File: src/sv/cgb_pkg.sv
package cgb_pkg;

   // pixel and register formats
   localparam int PIX_W            = 8;
   localparam int CFG_FRAC_BITS    = 12;
   localparam int CSR_IDX_W        = 3;
   localparam int CSR_DATA_W       = 16;
   localparam int GAIN_W           = 16;
   localparam int OFFSET_W         = 14;
   localparam int GAMMA_W          = 16;

   // internal fraction bits of x^g
   localparam int FRAC_BITS_DEFAULT = 16;
   localparam int FRAC_BITS_MAX     = 24;

   // root chain runs in Q.30
   localparam int ROOT_FRAC_BITS = 30;
   localparam int ROOT_W         = ROOT_FRAC_BITS;
   localparam int CHAIN_W        = ROOT_FRAC_BITS + 1;
   localparam int SHIFT_WORD_W   = 32;
   localparam int MAX_EXP_INT    = 40;

   localparam int LOG_ROM_W   = FRAC_BITS_MAX + 4;
   localparam int LOG_ROM_LEN = 1 << PIX_W;

   // pipeline depth of the scale lane (map, x255, scale, divider)
   localparam int SCALE_LAT = 12;
   localparam int QUOT_BITS = PIX_W;

   // register indexes
   localparam logic [CSR_IDX_W-1:0] CSR_CONTRAST   = 3'd0;
   localparam logic [CSR_IDX_W-1:0] CSR_BRIGHTNESS = 3'd1;
   localparam logic [CSR_IDX_W-1:0] CSR_GAMMA      = 3'd2;
   localparam logic [CSR_IDX_W-1:0] CSR_LUMA       = 3'd3;
   localparam logic [CSR_IDX_W-1:0] CSR_THREE      = 3'd4;

   // reset values
   localparam logic [GAIN_W-1:0]   CONTRAST_RESET   = 16'd4096;
   localparam logic [OFFSET_W-1:0] BRIGHTNESS_RESET = 14'd0;
   localparam logic [GAMMA_W-1:0]  GAMMA_RESET      = 16'd4096;
   localparam logic                LUMA_RESET       = 1'b0;
   localparam logic                THREE_RESET      = 1'b1;

   typedef struct packed {
      logic [GAIN_W-1:0]   contrast;
      logic [OFFSET_W-1:0] brightness;
      logic [GAMMA_W-1:0]  gamma;
      logic                luma;
      logic                three;
   } cgb_cfg_type;

   typedef struct packed {
      logic [PIX_W-1:0] blue;
      logic [PIX_W-1:0] green;
      logic [PIX_W-1:0] red;
   } cgb_pix_type;

   typedef logic [LOG_ROM_W-1:0] log_rom_type [LOG_ROM_LEN];
   typedef logic [ROOT_W-1:0]    root_rom_type [FRAC_BITS_MAX+1];

   function automatic int pow_latency(input int frac_bits);
      return frac_bits + 3;
   endfunction

   function automatic logic [63:0] isqrt64(input logic [63:0] v);
      logic [63:0] r;
      logic [63:0] t;
      r = '0;
      for (int s = 31; s >= 0; s--) begin
         t = r | (64'(1) << s);
         if (t * t <= v) r = t;
      end
      return r;
   endfunction

   // log2(255/b) in Q.frac_bits, exact bit-serial squaring
   function automatic log_rom_type build_log_rom(input int frac_bits);
      log_rom_type rom;
      logic [63:0] num;
      logic [63:0] rem;
      logic [63:0] y;
      logic [63:0] z;
      logic [63:0] frac;
      int k;
      rom[0] = '0;
      for (int b = 1; b < LOG_ROM_LEN; b++) begin
         num = 64'(255) << ROOT_FRAC_BITS;
         rem = '0;
         y   = '0;
         for (int i = 37; i >= 0; i--) begin
            rem = {rem[62:0], num[i]};
            y   = y << 1;
            if (rem >= 64'(b)) begin
               rem  = rem - 64'(b);
               y[0] = 1'b1;
            end
         end
         k = 0;
         for (int j = 0; j < 8; j++) begin
            if ((y >> k) >= (64'(2) << ROOT_FRAC_BITS)) k++;
         end
         z    = y >> k;
         frac = '0;
         for (int i = 0; i <= frac_bits; i++) begin
            z    = (z * z) >> ROOT_FRAC_BITS;
            frac = frac << 1;
            if (z >= (64'(2) << ROOT_FRAC_BITS)) begin
               frac = frac | 64'(1);
               z    = z >> 1;
            end
         end
         rom[b] = LOG_ROM_W'((64'(k) << frac_bits) + ((frac + 64'(1)) >> 1));
      end
      return rom;
   endfunction

   // 2^(-2^-i) in Q.30, entry 0 is one half
   function automatic root_rom_type build_root_rom(input int frac_bits);
      root_rom_type rom;
      for (int i = 0; i <= FRAC_BITS_MAX; i++) begin
         if (i == 0) begin
            rom[i] = ROOT_W'(64'(1) << (ROOT_FRAC_BITS - 1));
         end else if (i <= frac_bits) begin
            rom[i] = ROOT_W'(isqrt64(64'(rom[i-1]) << ROOT_FRAC_BITS));
         end else begin
            rom[i] = '0;
         end
      end
      return rom;
   endfunction

endpackage

File: src/sv/cgb_scale.sv
// contrast/brightness map, byte conversion and newV/V scaling divider
module cgb_scale #(
   parameter int FRAC_BITS = cgb_pkg::FRAC_BITS_DEFAULT
) (
   input  logic                         clock,
   input  logic                         en,
   input  cgb_pkg::cgb_cfg_type         cfg,
   input  logic [FRAC_BITS:0]           p_in,
   input  logic [cgb_pkg::PIX_W-1:0]    chan_in,
   input  logic [cgb_pkg::PIX_W-1:0]    peak_in,
   output logic [cgb_pkg::PIX_W-1:0]    byte_out
);

   localparam int PXW  = cgb_pkg::PIX_W;
   localparam int CPW  = FRAC_BITS + 1 + cgb_pkg::GAIN_W;
   localparam int YW   = FRAC_BITS + 18;
   localparam int Y2W  = YW - 1 + PXW;
   localparam int NUMW = Y2W + PXW + 1;
   localparam int QSH  = FRAC_BITS + cgb_pkg::CFG_FRAC_BITS;
   localparam int QB   = cgb_pkg::QUOT_BITS;
   localparam logic [PXW-1:0] BYTE_MAX = '1;

   // s1: y = contrast*p + brightness
   logic signed [YW-1:0] y_ff, y_in;
   logic [CPW-1:0]       cp;
   logic signed [YW-1:0] bofs;
   logic [PXW-1:0]       chan1_ff, peak1_ff;

   always_comb begin
      cp   = CPW'(cfg.contrast) * CPW'(p_in);
      bofs = YW'($signed(cfg.brightness));
      y_in = $signed(YW'(cp)) + (bofs <<< FRAC_BITS);
   end

   always_ff @(posedge clock) begin
      if (en) begin
         y_ff     <= y_in;
         chan1_ff <= chan_in;
         peak1_ff <= peak_in;
      end
   end

   // s2: 255*y for non-negative y
   logic [Y2W-1:0] y2_ff, y2_in;
   logic           neg2_ff, neg2_in;
   logic [PXW-1:0] chan2_ff, peak2_ff;

   always_comb begin
      neg2_in = y_ff[YW-1];
      y2_in   = (Y2W'(y_ff[YW-2:0]) << PXW) - Y2W'(y_ff[YW-2:0]);
   end

   always_ff @(posedge clock) begin
      if (en) begin
         y2_ff    <= y2_in;
         neg2_ff  <= neg2_in;
         chan2_ff <= chan1_ff;
         peak2_ff <= peak1_ff;
      end
   end

   // s3: plain byte, and numerator for the channel scaling
   logic [Y2W:0]    rsum;
   logic [Y2W-QSH:0] qwide;
   logic [PXW-1:0]  tb3_in, tb3_ff;
   logic [NUMW-1:0] num_in, num_ff;
   logic            neg3_ff;
   logic [PXW-1:0]  peak3_ff;

   always_comb begin
      rsum  = (Y2W+1)'(y2_ff) + ((Y2W+1)'(1) << (QSH - 1));
      qwide = rsum[Y2W:QSH];
      if (neg2_ff) begin
         tb3_in = '0;
      end else if (qwide > (Y2W-QSH+1)'(BYTE_MAX)) begin
         tb3_in = BYTE_MAX;
      end else begin
         tb3_in = qwide[PXW-1:0];
      end
      num_in = NUMW'(y2_ff) * NUMW'(chan2_ff) + (NUMW'(peak2_ff) << (QSH - 1));
   end

   always_ff @(posedge clock) begin
      if (en) begin
         tb3_ff   <= tb3_in;
         num_ff   <= num_in;
         neg3_ff  <= neg2_ff;
         peak3_ff <= peak2_ff;
      end
   end

   // divider: index 0 checks saturation, then one quotient bit per stage
   logic [NUMW-1:0] rem_ff [0:QB];
   logic [NUMW-1:0] rem_in [0:QB];
   logic [QB-1:0]   q_ff   [0:QB];
   logic [QB-1:0]   q_in   [0:QB];
   logic            sat_ff [0:QB];
   logic            sat_in0;
   logic [PXW-1:0]  tb_ff  [0:QB];
   logic            neg_ff [0:QB];
   logic [PXW-1:0]  peak_ff[0:QB];

   always_comb begin
      sat_in0   = num_ff >= (NUMW'(peak3_ff) << (QSH + QB));
      rem_in[0] = num_ff;
      q_in[0]   = '0;
   end

   always_ff @(posedge clock) begin
      if (en) begin
         rem_ff[0]  <= rem_in[0];
         q_ff[0]    <= q_in[0];
         sat_ff[0]  <= sat_in0;
         tb_ff[0]   <= tb3_ff;
         neg_ff[0]  <= neg3_ff;
         peak_ff[0] <= peak3_ff;
      end
   end

   for (genvar k = 1; k <= QB; k++) begin : g_div
      logic [NUMW-1:0] dsh;
      always_comb begin
         dsh       = NUMW'(peak_ff[k-1]) << (QSH + QB - k);
         rem_in[k] = rem_ff[k-1];
         q_in[k]   = q_ff[k-1];
         if (rem_ff[k-1] >= dsh) begin
            rem_in[k]       = rem_ff[k-1] - dsh;
            q_in[k][QB - k] = 1'b1;
         end
      end
      always_ff @(posedge clock) begin
         if (en) begin
            rem_ff[k]  <= rem_in[k];
            q_ff[k]    <= q_in[k];
            sat_ff[k]  <= sat_ff[k-1];
            tb_ff[k]   <= tb_ff[k-1];
            neg_ff[k]  <= neg_ff[k-1];
            peak_ff[k] <= peak_ff[k-1];
         end
      end
   end

   // scaled path only for color pixels in luma mode with a nonzero peak
   logic use_div;

   always_comb begin
      use_div = cfg.luma && cfg.three && (peak_ff[QB] != '0);
      if (!use_div) begin
         byte_out = tb_ff[QB];
      end else if (neg_ff[QB]) begin
         byte_out = '0;
      end else if (sat_ff[QB]) begin
         byte_out = BYTE_MAX;
      end else begin
         byte_out = q_ff[QB];
      end
   end

endmodule
File: config.mk
export PLATFORM = sky130hd
export DESIGN_NAME = cgb_scale
export DESIGN_NICKNAME = d
export VERILOG_FILES = /design/src/sv/cgb_pkg.sv /design/src/sv/cgb_scale.sv
export SDC_FILE = /design/constraint.sdc
export NUM_CORES = 2
export LEC_CHECK = 0
export ABC_AREA = 0
export BUFFER_PORTS_ARGS = -buffer_cell sky130_fd_sc_hd__buf_2
export CORE_UTILIZATION = 51
export DETAILED_ROUTE_END_ITERATION = 8
export HOLD_SLACK_MARGIN = 0.05
export PLACE_DENSITY = 0.7
export RECOVER_POWER = 100
export SETUP_SLACK_MARGIN = 0.3
export SLEW_MARGIN = 20
export SYNTH_ARGS = -nofsm -noshare
export SYNTH_HDL_FRONTEND = slang
export SYNTH_SLANG_ARGS = --single-unit
File: constraint.sdc
create_clock -name clock -period 7 [get_ports clock]
set_input_delay 0.35 -clock clock [delete_from_list [all_inputs] [get_ports clock]]
set_output_delay 0.35 -clock clock [all_outputs]
set_load 0.005 [all_outputs]
==> results.md <==
Clock network:
- The buffer cell driving the clock tree root is sky130_fd_sc_hd__clkbuf_16.
- The number of buffers added by the clock tree synthesis step is 79.
- TritonCTS built the clock tree.
- The CTS clock-pin slew for the worst setup and hold paths is ~70 ps.
- The clock tree synthesis step divided the H-tree into 3 levels.
- The number of buffers on the longest clock path is 3.
- The clock drives 773 sinks.
- The clock latency on the worst-skew pair is 650 ps.

Synth:
- The total of warnings raised by yosys is 0.
- In this run, synthesis produced a sequential element count of between 700 and 800.
- The fraction of synthesis flops using an asynchronous set or reset pin is 0.
- The number of enable flip-flop cells after synthesis is 773.
- After synthesis, the netlist uses 73 different library cells.
- The cell count after synthesis came out at between 4000 and 5000.
- The post-synthesis instance area is around 51000 um^2.
- The post-synth net total is 5210.
- The most used flip-flop cell after synthesis is sky130_fd_sc_hd__edfxtp_1.
- The per-instance average area after synthesis is 11.7 um^2.
- For this run, the register share of the synthesized area comes to 0.455.

Timing:
- Setup repair after global routing could not meet its margin everywhere.
- The setup clock skew after layout is 33.7 ps.
- The final period demand of the worst path is 6880 ps.
- Dividing the final minimum period by the clock period gives 0.983.
- In this run the tightest slew margin relative to its limit is -2.78.
- The count of final hold-check violations came to 0.
- Derived from the worst setup path, the maximum achievable clock frequency is 145 MHz.
- The transition time at the pin with the least slew margin is approximately 5700 ps.
- The final worst setup slack is between 100 and 150 ps.
- The number of pins exceeding their max-slew limit in the final report is between 700 and 800.
- The final-report setup violation count is 0.

Floorplan:
- The die span in x is about 320 um.
- The die footprint is roughly 100000 um^2.
- The floorplan step set the die height to 318 um.
- The number of core rows is between 100 and 150.
- For this configuration, the core starts out at a cell density of 0.517.
- 91 I/O pins were placed.
- The floorplan step defined a core boundary enclosing between 90000 and 100000 um^2.

Worst setup path:
- Among the stages of the critical path, the cell type that occurs most often is sky130_fd_sc_hd__buf_4.
- The worst setup path is captured at a flip-flop.
- For the worst setup path, the data arrival time is 7390 ps.
- The largest driver fanout on the critical path is 13.
- The type of the worst setup path is in2reg.
- In this design, the stage delay of the slowest critical-path cell is about 620 ps.
- Following the worst setup path forward leads to its endpoint at y_ff[20].
- The worst register-to-register path begins at chan2_ff[4].
- The startpoint of the most critical setup path is p_in[12].
- The register-to-register path setup slack is between 600 and 700 ps.
- The kind of start point of the critical path is an input pin.
- Among all stages on the critical path, the largest delay is contributed by sky130_fd_sc_hd__fa_1.
- For the worst flop-to-flop path, the logic depth is 18.
- The data required time of the worst path is ~7500 ps.
- The capture point of the worst reg-to-reg path is num_ff[49].

Drt:
- The detailed router finished its first iteration with 2226 violations.
- Using the TritonRoute via totals, the vias-per-cell ratio works out to around 5.3.
- The post-detailed-route wirelength per cell is 17.7 um.
- The number of iterations in the first detailed-routing pass is 5.
- After detailed routing, the total wire length is between 100000 and 150000 um.
- The remaining design rule violation count is 0.
- Detailed routing inserted a total of approximately 32000 vias.
- The count of nets left with antenna violations once routing finished came out at 0.

Placed design:
- The global placer's final weighted congestion is 0.885.
- Timing analysis after detailed placement gives a worst setup slack of -720 ps.
- The number of I/O port buffers is 74.
- The detailed placement HPWL is between 80000 and 90000 um.

Global route:
- The total global routing track utilization is 0.211.
- The pin count of the biggest net entering global routing is 164.
- The via count of the first global-routing pass was 32500.
- The global-route wire length before repair is 170000 um.
- Global routing finished with a remaining overflow of 0.
- The initial antenna violation count is 1.

Finish:
- The net count of the finished layout is 5499.
- Counting the fill cells in the layout gives 8001.
- 0 antenna diodes ended up in the layout.
- In the layout the commonest cells are sky130_fd_sc_hd__edfxtp_1, sky130_fd_sc_hd__inv_1, sky130_fd_sc_hd__fa_1, sky130_fd_sc_hd__nand2_1, sky130_fd_sc_hd__ha_1.
- In the final layout, the share of cells above drive strength 1 is 0.108.
- Leaving out fill and tap cells, the most frequent cell in the layout is sky130_fd_sc_hd__edfxtp_1.
- The synthesis-to-layout area growth is 13.0%.

Hold path:
- The worst hold-check path type is in2reg.

Run status:
- The checks that failed: max-capacitance violations, max-slew violations.
- The run finished, with violations left.

Run:
- The number of violations of the max-capacitance limit is 7.
## state kept, by name, summed over array words and instances (netlist names)
name,flops
chan1_ff,8
chan2_ff,8
neg2_ff,1
neg3_ff,1
neg_ff,9
num_ff,50
peak1_ff,8
peak2_ff,8
peak3_ff,8
peak_ff,72
q_ff,36
rem_ff,400
sat_ff,9
tb3_ff,8
tb_ff,72
y2_ff,41
y_ff,34
## synthesized netlist by cell type (4+ instances only)
master                        n  area [um^2]
sky130_fd_sc_hd__nand4b_1     8         70.1
sky130_fd_sc_hd__o31ai_1     22          165
sky130_fd_sc_hd__o41ai_1      6         52.6
sky130_fd_sc_hd__o21a_1      16          120
sky130_fd_sc_hd__o21ai_0    104          521
sky130_fd_sc_hd__and3_1      10         62.6
sky130_fd_sc_hd__o21bai_1    20          150
sky130_fd_sc_hd__a311oi_1     4         35.0
sky130_fd_sc_hd__nand2_1    436         1640
sky130_fd_sc_hd__clkbuf_1   112          420
sky130_fd_sc_hd__nor3_1      46          230
sky130_fd_sc_hd__and2_1     307         1920
sky130_fd_sc_hd__ha_1       323         4040
sky130_fd_sc_hd__a211oi_1     8         60.1
sky130_fd_sc_hd__or4_1       22          165
sky130_fd_sc_hd__edfxtp_1   773        23200
sky130_fd_sc_hd__nor3b_1      7         52.6
sky130_fd_sc_hd__nand4_1     41          257
sky130_fd_sc_hd__fa_1       459         9190
sky130_fd_sc_hd__o211ai_1    13         97.6
sky130_fd_sc_hd__nor4b_1      5         43.8
sky130_fd_sc_hd__xor2_1      78          683
sky130_fd_sc_hd__mux2i_1      5         50.1
sky130_fd_sc_hd__inv_1      667         2500
sky130_fd_sc_hd__a31oi_1      8         50.1
sky130_fd_sc_hd__a21oi_1    164          821
sky130_fd_sc_hd__and4_1       5         43.8
sky130_fd_sc_hd__nor2b_1     37          231
sky130_fd_sc_hd__or3_1       16          100
sky130_fd_sc_hd__nor2_1     167          627
sky130_fd_sc_hd__a21boi_0    25          188
sky130_fd_sc_hd__nand3b_1     7         52.6
sky130_fd_sc_hd__a21o_1      62          465
sky130_fd_sc_hd__nand2b_1    25          156
sky130_fd_sc_hd__xnor2_1    146         1280
sky130_fd_sc_hd__nand3_1     42          210
sky130_fd_sc_hd__nor4_1      84          526
sky130_fd_sc_hd__a2111oi_0    6         52.6
sky130_fd_sc_hd__or2_2        7         43.8
## area by class of cell
type                    count  area [um^2]  share of cell area
multi-input cells        2786        25300               0.438
flip-flops and latches    773        23200               0.402
inverters                 668         2510              0.0435
repair buffers            326         2450              0.0426
clock buffers              90         2020              0.0350
well taps                1287         1610              0.0279
clock inverters            52          638              0.0111
## how the worst min path moves through the flow
stage / start / to / slack [ps] / cells after the start
after floorplan: chan1_ff[0] / chan2_ff[0] / 400 / 0
after global placement: q_ff[0][51] / q_ff[0][59] / 400 / 0
after detailed placement: chan1_ff[3] / chan2_ff[3] / 400 / 0
after CTS: cfg[18] / y_ff[16] / 60 / 2
after global routing: cfg[18] / y_ff[16] / 60 / 2
final: cfg[18] / y_ff[16] / 110 / 2
## layer usage
| layer | vias up | global-route usage | share of wire |
|---|---|---|---|
| met4 | 0 | 0.0753 | 0.033 |
| met1 | 15800 | 0.269 | 0.42 |
| met3 | 159 | 0.0242 | 0.040 |
| li1 | 15200 | - | - |
| met2 | 712 | 0.373 | 0.51 |
| met5 | - | 0 | 0 |
## what timing repair did
| item | in CTS | in global routing |
|---|---|---|
| hold endpoints to repair | 17 | 0 |
| cloned | 0 | 0 |
| hold buffers | 17 | 0 |
| setup buffers | 19 | 8 |
| gates resized for setup | 49 | 65 |
| pin swaps | 47 | 37 |
| setup endpoints to repair | 8 | 12 |
## cell families after synthesis
group           count (synthesis)  synth area share
xor+xnor                      224            0.0384
mux                             7           0.00142
buf+inv                       786            0.0580
flops                         773             0.455
compound gates                490            0.0600
simple gates                 1283             0.128
fa+ha+maj                     782             0.259
## stage by stage
step           utilization  instances  instance area (um^2)  setup TNS [ps]  hold slack, ps
3_5_place_dp         0.551       5795                 54400           -4900             405
6_report             0.584       5982                 57700               0             108
3_3_place_gp         0.551       5795                 54400           -4250             401
5_1_grt              0.584       5982                 57700           -62.3            60.3
2_1_floorplan            -       4345                 51200            -396             400
4_1_cts              0.583       5973                 57500               0            61.1
## worst max-delay path, delay by kind of cell
kind / cells / cell delay [ps]
AO/OA/AOI/OAI: 5 / 730
XOR/XNOR: 1 / 170
adder cells (fa/ha/maj): 8 / 3680
buffers and inverters: 16 / 2010
AND/OR/NAND/NOR: 4 / 440
Power is not shown: default switching activity piles up to over one toggle a cycle in this logic, so the estimate is an artifact.
